===== config.mk =====
export PLATFORM = sky130hd
export DESIGN_NAME = fnu8_name_track
export DESIGN_NICKNAME = d
export VERILOG_FILES = /design/src/hdl/fnu8_pkg.sv /design/src/hdl/fnu8_name_track.sv
export SDC_FILE = /design/constraint.sdc
export NUM_CORES = 1
export LEC_CHECK = 0
export BUFFER_PORTS_ARGS = -buffer_cell sky130_fd_sc_hd__buf_2
export CAP_MARGIN = 40
export CORE_MARGIN = 2
export CORE_UTILIZATION = 45
export DETAILED_ROUTE_END_ITERATION = 10
export RECOVER_POWER = 50
export SYNTH_ARGS = -nofsm -noshare
export SYNTH_HDL_FRONTEND = slang
export SYNTH_SLANG_ARGS = --single-unit

===== constraint.sdc =====
create_clock -name i_clk -period 5.9 [get_ports i_clk]
set_input_delay 0.59 -clock i_clk [delete_from_list [all_inputs] [get_ports i_clk]]
set_output_delay 0.59 -clock i_clk [all_outputs]
set_load 0.01 [all_outputs]

===== src/hdl/fnu8_pkg.sv =====
// Package for the field name UTF-8 checker: transaction types and byte constants.
// Depends on nothing; used by fnu8_name_track and field_name_utf8_checker.
package fnu8_pkg;

    typedef struct packed {
        logic [7:0] text_byte;
        logic       is_last;
        logic       empty_name;
    } t_in_item;

    typedef struct packed {
        logic utf8_ok;
        logic dot_found;
        logic dollar_error;
    } t_out_item;

    localparam int unsigned C_ADDR_W = 3;

    localparam logic [C_ADDR_W-1:0] C_ADDR_DOT_EN    = 3'd0;
    localparam logic [C_ADDR_W-1:0] C_ADDR_DOLLAR_EN = 3'd4;

    localparam logic [7:0] C_ASCII_MAX   = 8'h7F;
    localparam logic [7:0] C_CONT_MASK   = 8'hC0;
    localparam logic [7:0] C_CONT_TAG    = 8'h80;
    localparam logic [7:0] C_LEAD2_MASK  = 8'hE0;
    localparam logic [7:0] C_LEAD2_TAG   = 8'hC0;
    localparam logic [7:0] C_LEAD3_MASK  = 8'hF0;
    localparam logic [7:0] C_LEAD3_TAG   = 8'hE0;
    localparam logic [7:0] C_LEAD4_MASK  = 8'hF8;
    localparam logic [7:0] C_LEAD4_TAG   = 8'hF0;
    localparam logic [7:0] C_SURR_LEAD   = 8'hED;
    localparam logic [7:0] C_SURR_MASK   = 8'hA0;
    localparam logic [7:0] C_CHAR_DOLLAR = 8'h24;
    localparam logic [7:0] C_CHAR_DOT    = 8'h2E;
    localparam logic [7:0] C_CHAR_R      = 8'h72;
    localparam logic [7:0] C_CHAR_E      = 8'h65;
    localparam logic [7:0] C_CHAR_F      = 8'h66;
    localparam logic [7:0] C_CHAR_I      = 8'h69;
    localparam logic [7:0] C_CHAR_D      = 8'h64;
    localparam logic [7:0] C_CHAR_B      = 8'h62;

    localparam logic [2:0] C_COUNT_SAT   = 3'd4;
    localparam logic [2:0] C_COUNT_SHORT = 3'd3;

endpackage


===== src/hdl/fnu8_name_track.sv =====
// Per-name state of the field name checker: UTF-8 framing, dot, leading dollar, dbref bytes.
// Depends on fnu8_pkg; instantiated by field_name_utf8_checker.
module fnu8_name_track (
    input  logic               i_clk,
    input  logic               i_rst_n,
    input  logic               i_take,
    input  fnu8_pkg::t_in_item i_item,
    input  logic               i_dot_en,
    input  logic               i_dollar_en,
    output logic               o_emit,
    output fnu8_pkg::t_out_item o_result
);
    import fnu8_pkg::*;

    logic [1:0] r_cont_left, n_cont_left;
    logic       r_surr_pend, n_surr_pend;
    logic       r_failed,    n_failed;
    logic       r_dot_seen,  n_dot_seen;
    logic       r_dollar,    n_dollar;
    logic [2:0] r_count,     n_count;
    logic [7:0] r_byte1,     n_byte1;
    logic [7:0] r_byte2,     n_byte2;
    logic [7:0] r_byte3,     n_byte3;

    logic [7:0] c;
    logic       ends_name;
    logic       dbref;

    assign c         = i_item.text_byte;
    assign ends_name = i_item.is_last | i_item.empty_name;
    assign o_emit    = i_take & ends_name;

    always_comb begin
        n_cont_left = r_cont_left;
        n_surr_pend = r_surr_pend;
        n_failed    = r_failed;
        n_dot_seen  = r_dot_seen;
        n_dollar    = r_dollar;
        n_count     = r_count;
        n_byte1     = r_byte1;
        n_byte2     = r_byte2;
        n_byte3     = r_byte3;
        if (!i_item.empty_name) begin
            if (r_cont_left != 2'd0) begin
                if ((c & C_CONT_MASK) != C_CONT_TAG) begin
                    n_failed = 1'b1;
                end
                if (r_surr_pend && ((c & C_SURR_MASK) == C_SURR_MASK)) begin
                    n_failed = 1'b1;
                end
                n_surr_pend = 1'b0;
                n_cont_left = r_cont_left - 2'd1;
            end else if (c <= C_ASCII_MAX) begin
                n_cont_left = 2'd0;
            end else if ((c & C_LEAD2_MASK) == C_LEAD2_TAG) begin
                n_cont_left = 2'd1;
            end else if ((c & C_LEAD3_MASK) == C_LEAD3_TAG) begin
                n_cont_left = 2'd2;
                n_surr_pend = (c == C_SURR_LEAD);
            end else if ((c & C_LEAD4_MASK) == C_LEAD4_TAG) begin
                n_cont_left = 2'd3;
            end else begin
                n_failed = 1'b1;
            end
            if (c == C_CHAR_DOT) begin
                n_dot_seen = 1'b1;
            end
            case (r_count)
                3'd0: begin
                    n_dollar = (c == C_CHAR_DOLLAR);
                end
                3'd1: begin
                    n_byte1 = c;
                end
                3'd2: begin
                    n_byte2 = c;
                end
                3'd3: begin
                    n_byte3 = c;
                end
                default: begin
                    n_count = r_count;
                end
            endcase
            if (r_count < C_COUNT_SAT) begin
                n_count = r_count + 3'd1;
            end
        end
    end

    always_comb begin
        if (n_count >= C_COUNT_SAT) begin
            dbref = (n_byte1 == C_CHAR_R) && (n_byte2 == C_CHAR_E) && (n_byte3 == C_CHAR_F);
        end else if (n_count == C_COUNT_SHORT) begin
            dbref = ((n_byte1 == C_CHAR_I) && (n_byte2 == C_CHAR_D))
                 || ((n_byte1 == C_CHAR_D) && (n_byte2 == C_CHAR_B));
        end else begin
            dbref = 1'b0;
        end
    end

    assign o_result.utf8_ok      = !n_failed && (n_cont_left == 2'd0);
    assign o_result.dot_found    = i_dot_en && n_dot_seen;
    assign o_result.dollar_error = i_dollar_en && n_dollar && !dbref;

    always_ff @(posedge i_clk) begin
        if (!i_rst_n) begin
            r_cont_left <= 2'd0;
            r_surr_pend <= 1'b0;
            r_failed    <= 1'b0;
            r_dot_seen  <= 1'b0;
            r_dollar    <= 1'b0;
            r_count     <= 3'd0;
        end else if (i_take) begin
            if (ends_name) begin
                r_cont_left <= 2'd0;
                r_surr_pend <= 1'b0;
                r_failed    <= 1'b0;
                r_dot_seen  <= 1'b0;
                r_dollar    <= 1'b0;
                r_count     <= 3'd0;
            end else begin
                r_cont_left <= n_cont_left;
                r_surr_pend <= n_surr_pend;
                r_failed    <= n_failed;
                r_dot_seen  <= n_dot_seen;
                r_dollar    <= n_dollar;
                r_count     <= n_count;
            end
        end
    end

    always_ff @(posedge i_clk) begin
        if (i_take) begin
            r_byte1 <= n_byte1;
            r_byte2 <= n_byte2;
            r_byte3 <= n_byte3;
        end
    end

endmodule


==> impl_metrics.sql <==
INSERT INTO impl_metrics (metric_group, metric, value, unit) VALUES
('critical_path', 'crit_path_start_kind', 'register', ''),
('placed_design', 'placement.io_buffers', '18', ''),
('global_route', 'grtUsageMet1', '0.258', ''),
('sta', 'fmax', '0.282', 'GHz'),
('sta', 'finalWorstSetupSlack', '2.36', 'ns'),
('global_route', 'grt_start_max_net_pins', '38', ''),
('placed_design', 'dp_wirelength', '2910', 'um'),
('sta', 'layout_worst_path_cycle_share', '0.600', ''),
('sta', 'transition_at_the_pin_with_the_smallest_max_transition_slack', '1.81', 'ns'),
('critical_path', 'cp-startpoint', 'r_count[0]$_SDFFE_PN0P_', ''),
('sta', 'final_hold_violations', '0', ''),
('die', 'die_area', '4870', 'um2'),
('route', 'route.vias.total', '1419', ''),
('run', 'drv.max_cap_violation_count', '1', ''),
('status', 'violated_checks', 'max-capacitance violations, max-slew violations', ''),
('clock_tree', 'post_cts_resized', '0', ''),
('clock_tree', 'cts.htree.levels', '2', ''),
('clock_tree', 'tritoncts.num_buffers', '5', ''),
('route', 'drt_pre_antenna_iters', '4', ''),
('synth', 'asyncSetResetFlopFracSynth', '0', ''),
('status', 'status', 'complete, but fails checks', ''),
('final_layout', 'areaGrowthSynthToFinish', '9.38', '%'),
('placed_design', 'dpl-instance-area', '2050', 'um2'),
('final_layout', 'post-route-cell-area', '2130', 'um2'),
('die', 'starting_utilization_of_the_core_area', '0.476', ''),
('clock_tree', 'post_cts_buffers', '0', ''),
('global_route', 'grt_util_overall', '0.185', ''),
('die', 'num_rows', '23', ''),
('global_route', 'grt_first_pass_wirelength', '7150', 'um'),
('critical_path', 'setup.worst_path.end_class', 'output pin', ''),
('sta', 'clock_skew', '0.00671', 'ns'),
('route', 'drc_errors_left', '0', ''),
('sta', 'relSlewSlack', '-0.207', ''),
('sta', 'fin_setup_tns', '0', 'ns'),
('sta', 'finalWorstPathRequiredPeriod', '3.54', 'ns'),
('die', 'die_w', '69.8', 'um'),
('clock_tree', 'clockRootBuffer', 'sky130_fd_sc_hd__clkbuf_8', ''),
('worst_hold_path', 'worst_hold_startpoint', 'r_dot_seen$_SDFFE_PN0P_', ''),
('clock_tree', 'clock_latency', '0.28', 'ns'),
('clock_tree', 'clkSinkCount', '33', ''),
('critical_path', 'crit_fanout', '11', ''),
('placed_design', 'post-place-cells', '238', ''),
('placed_design', 'gp_congestion', '0.811', ''),
('power_and_ir_drop', 'worst_ir_drop_vdd', '0.135', 'mV'),
('synth', 'synth.ff_latch_count', '33', ''),
('synth', 'synth_area', '1950', 'um2'),
('critical_path', 'worst-endpoint-required', '5.31', 'ns'),
('synth', 'synth_flop_cell', 'sky130_fd_sc_hd__edfxtp_1', ''),
('clock_tree', 'path_clk_slew', '0.07', 'ns'),
('synth', 'yosys.cell_types.count', '45', ''),
('synth', 'yosysWarningCount', '0', ''),
('final_layout', 'finish.net_count', '214', ''),
('final_layout', 'final_core_density', '0.521', ''),
('sta', 'final_max_slew_viol_count', '38', ''),
('synth', 'syn_nets', '197', ''),
('die', 'core-area', '4090', 'um2'),
('route', 'wl_per_cell', '17.1', 'um'),
('synth', 'synth.yosys.seq_area_share', '0.463', ''),
('final_layout', 'fill_cells', '381', ''),
('route', 'detail_route.vias_per_cell', '5.77', ''),
('global_route', 'globalRoute.totalOverflow', '0', ''),
('worst_hold_path', 'hp-class', 'reg -> reg', ''),
('critical_path', 'timing.setup.critical_path_class', 'reg -> out', ''),
('sta', 'report.final.setup_viol', '0', ''),
('die', 'fp.dieH', '69.8', 'um'),
('sta', 'grt_setup_unrepaired', 'no', ''),
('critical_path', 'arrival', '2.95', 'ns'),
('clock_tree', 'cts_hold_buf', '0', ''),
('global_route', 'globalRouteMet3Util', '0.0538', ''),
('global_route', 'use_met2', '0.270', ''),
('synth', 'postSynthAreaPerCell', '10.9', 'um2');
## per-layer routing
metal | vias to the layer above | wire length, um | share of wire
li1 | 700 | - | -
met1 | 674 | 2030 | 0.48
met2 | 33 | 1900 | 0.45
met3 | 12 | 185 | 0.044
met4 | 0 | 101 | 0.024
met5 | - | 0 | 0
## through the flow
stage	total power, uW	hold WS, ns
CTS	480	0.479
global placement	318	0.465
global route	497	0.511
detailed placement	319	0.468
finish	475	0.477
floorplan	298	0.453
## power breakdown
part / internal, uW / switching (uW) / leakage (uW)
sequential: 261 / 4.97 / 0.000308
clock: 79.3 / 81.2 / 0.0000430
combinational: 19.9 / 28.6 / 0.000390
total: 360 / 115 / 0.000740
## sequential cells by signal (all words and copies together) (netlist names)
register and flops:
r_dot_seen 1, r_byte3 8, r_failed 1, r_dollar 1, r_byte2 8, r_count 3
r_surr_pend 1, r_cont_left 2, r_byte1 8
## synth_stat cells, drive strengths merged, types with 2 or more instances
master	count	area share
nor3b	7	0.032
nand3	5	0.013
nand2	8	0.015
buf	4	0.020
nor4bb	3	0.015
nor3	5	0.013
nor2	8	0.015
clkbuf	5	0.0096
nor2b	4	0.013
a21oi	4	0.010
or4b	2	0.010
a31oi	2	0.0064
dfxtp	9	0.093
mux2i	6	0.031
or3b	2	0.0090
edfxtp	24	0.37
a21boi	4	0.015
mux2	20	0.12
a2111oi	2	0.0090
and2	2	0.0071
o21ai	6	0.015
or3	3	0.010
nor4	3	0.0096
o22ai	2	0.0064
nand2b	6	0.019
or4	2	0.0077
inv	12	0.023
nor4b	3	0.013
ha	4	0.026
## path summary, 6_finish.rpt
path                                                 to  depth (start not counted)
worst max register to register     r_byte1[3]$_DFFE_PP_                          4
worst min register to register  r_dot_seen$_SDFFE_PN0P_                          2
worst max-delay path                        o_result[0]                          7
worst min-delay path            r_dot_seen$_SDFFE_PN0P_                          2
## final cells by class
| type | instances | area, um2 | share of cell area |
|---|---|---|---|
| clock buffers | 5 | 68.8 | 0.0323 |
| clock inverters | 3 | 12.5 | 0.00588 |
| inverters | 12 | 45.0 | 0.0212 |
| multi-input cells | 124 | 943 | 0.443 |
| flip-flops and latches | 33 | 901 | 0.423 |
| well taps | 50 | 62.6 | 0.0294 |
| repair buffers | 19 | 96.3 | 0.0452 |
## placed cells by master (no fill, tap or decap), types with 3 or more instances in the layout
master,n
sky130_fd_sc_hd__edfxtp_1,24
sky130_fd_sc_hd__mux2_2,20
sky130_fd_sc_hd__buf_2,17
sky130_fd_sc_hd__inv_1,12
sky130_fd_sc_hd__dfxtp_1,9
sky130_fd_sc_hd__nand2_1,8
sky130_fd_sc_hd__nor2_1,8
sky130_fd_sc_hd__mux2i_1,6
sky130_fd_sc_hd__o21ai_0,6
sky130_fd_sc_hd__nand2b_1,6
sky130_fd_sc_hd__nor3b_1,5
sky130_fd_sc_hd__nor3_1,5
sky130_fd_sc_hd__nand3_1,5
sky130_fd_sc_hd__clkbuf_8,5
sky130_fd_sc_hd__a21boi_0,4
sky130_fd_sc_hd__a21oi_1,4
sky130_fd_sc_hd__nor2b_1,4
sky130_fd_sc_hd__ha_1,4
sky130_fd_sc_hd__nor4bb_1,3
sky130_fd_sc_hd__nor4b_1,3
sky130_fd_sc_hd__nor4_1,3
## worst max-delay path, stage by stage (launching register included)
cell and delay [ns]:
sky130_fd_sc_hd__dfxtp_1 0.43, sky130_fd_sc_hd__ha_1 0.18, sky130_fd_sc_hd__nor3b_2 0.71, sky130_fd_sc_hd__mux2_2 0.43, sky130_fd_sc_hd__or3_2 0.46, sky130_fd_sc_hd__nor4_1 0.18
sky130_fd_sc_hd__a211oi_1 0.11, sky130_fd_sc_hd__buf_2 0.15
## logic make-up after synthesis
group	count (synthesis)	share of synthesized area
AOI/OAI and AO/OA	27	0.0926
adders and majority gates	4	0.0257
buffers and inverters	21	0.0527
DFF	33	0.463
muxes	26	0.147
and+or+nand+nor	67	0.220
(Power assumes the default switching activity.)
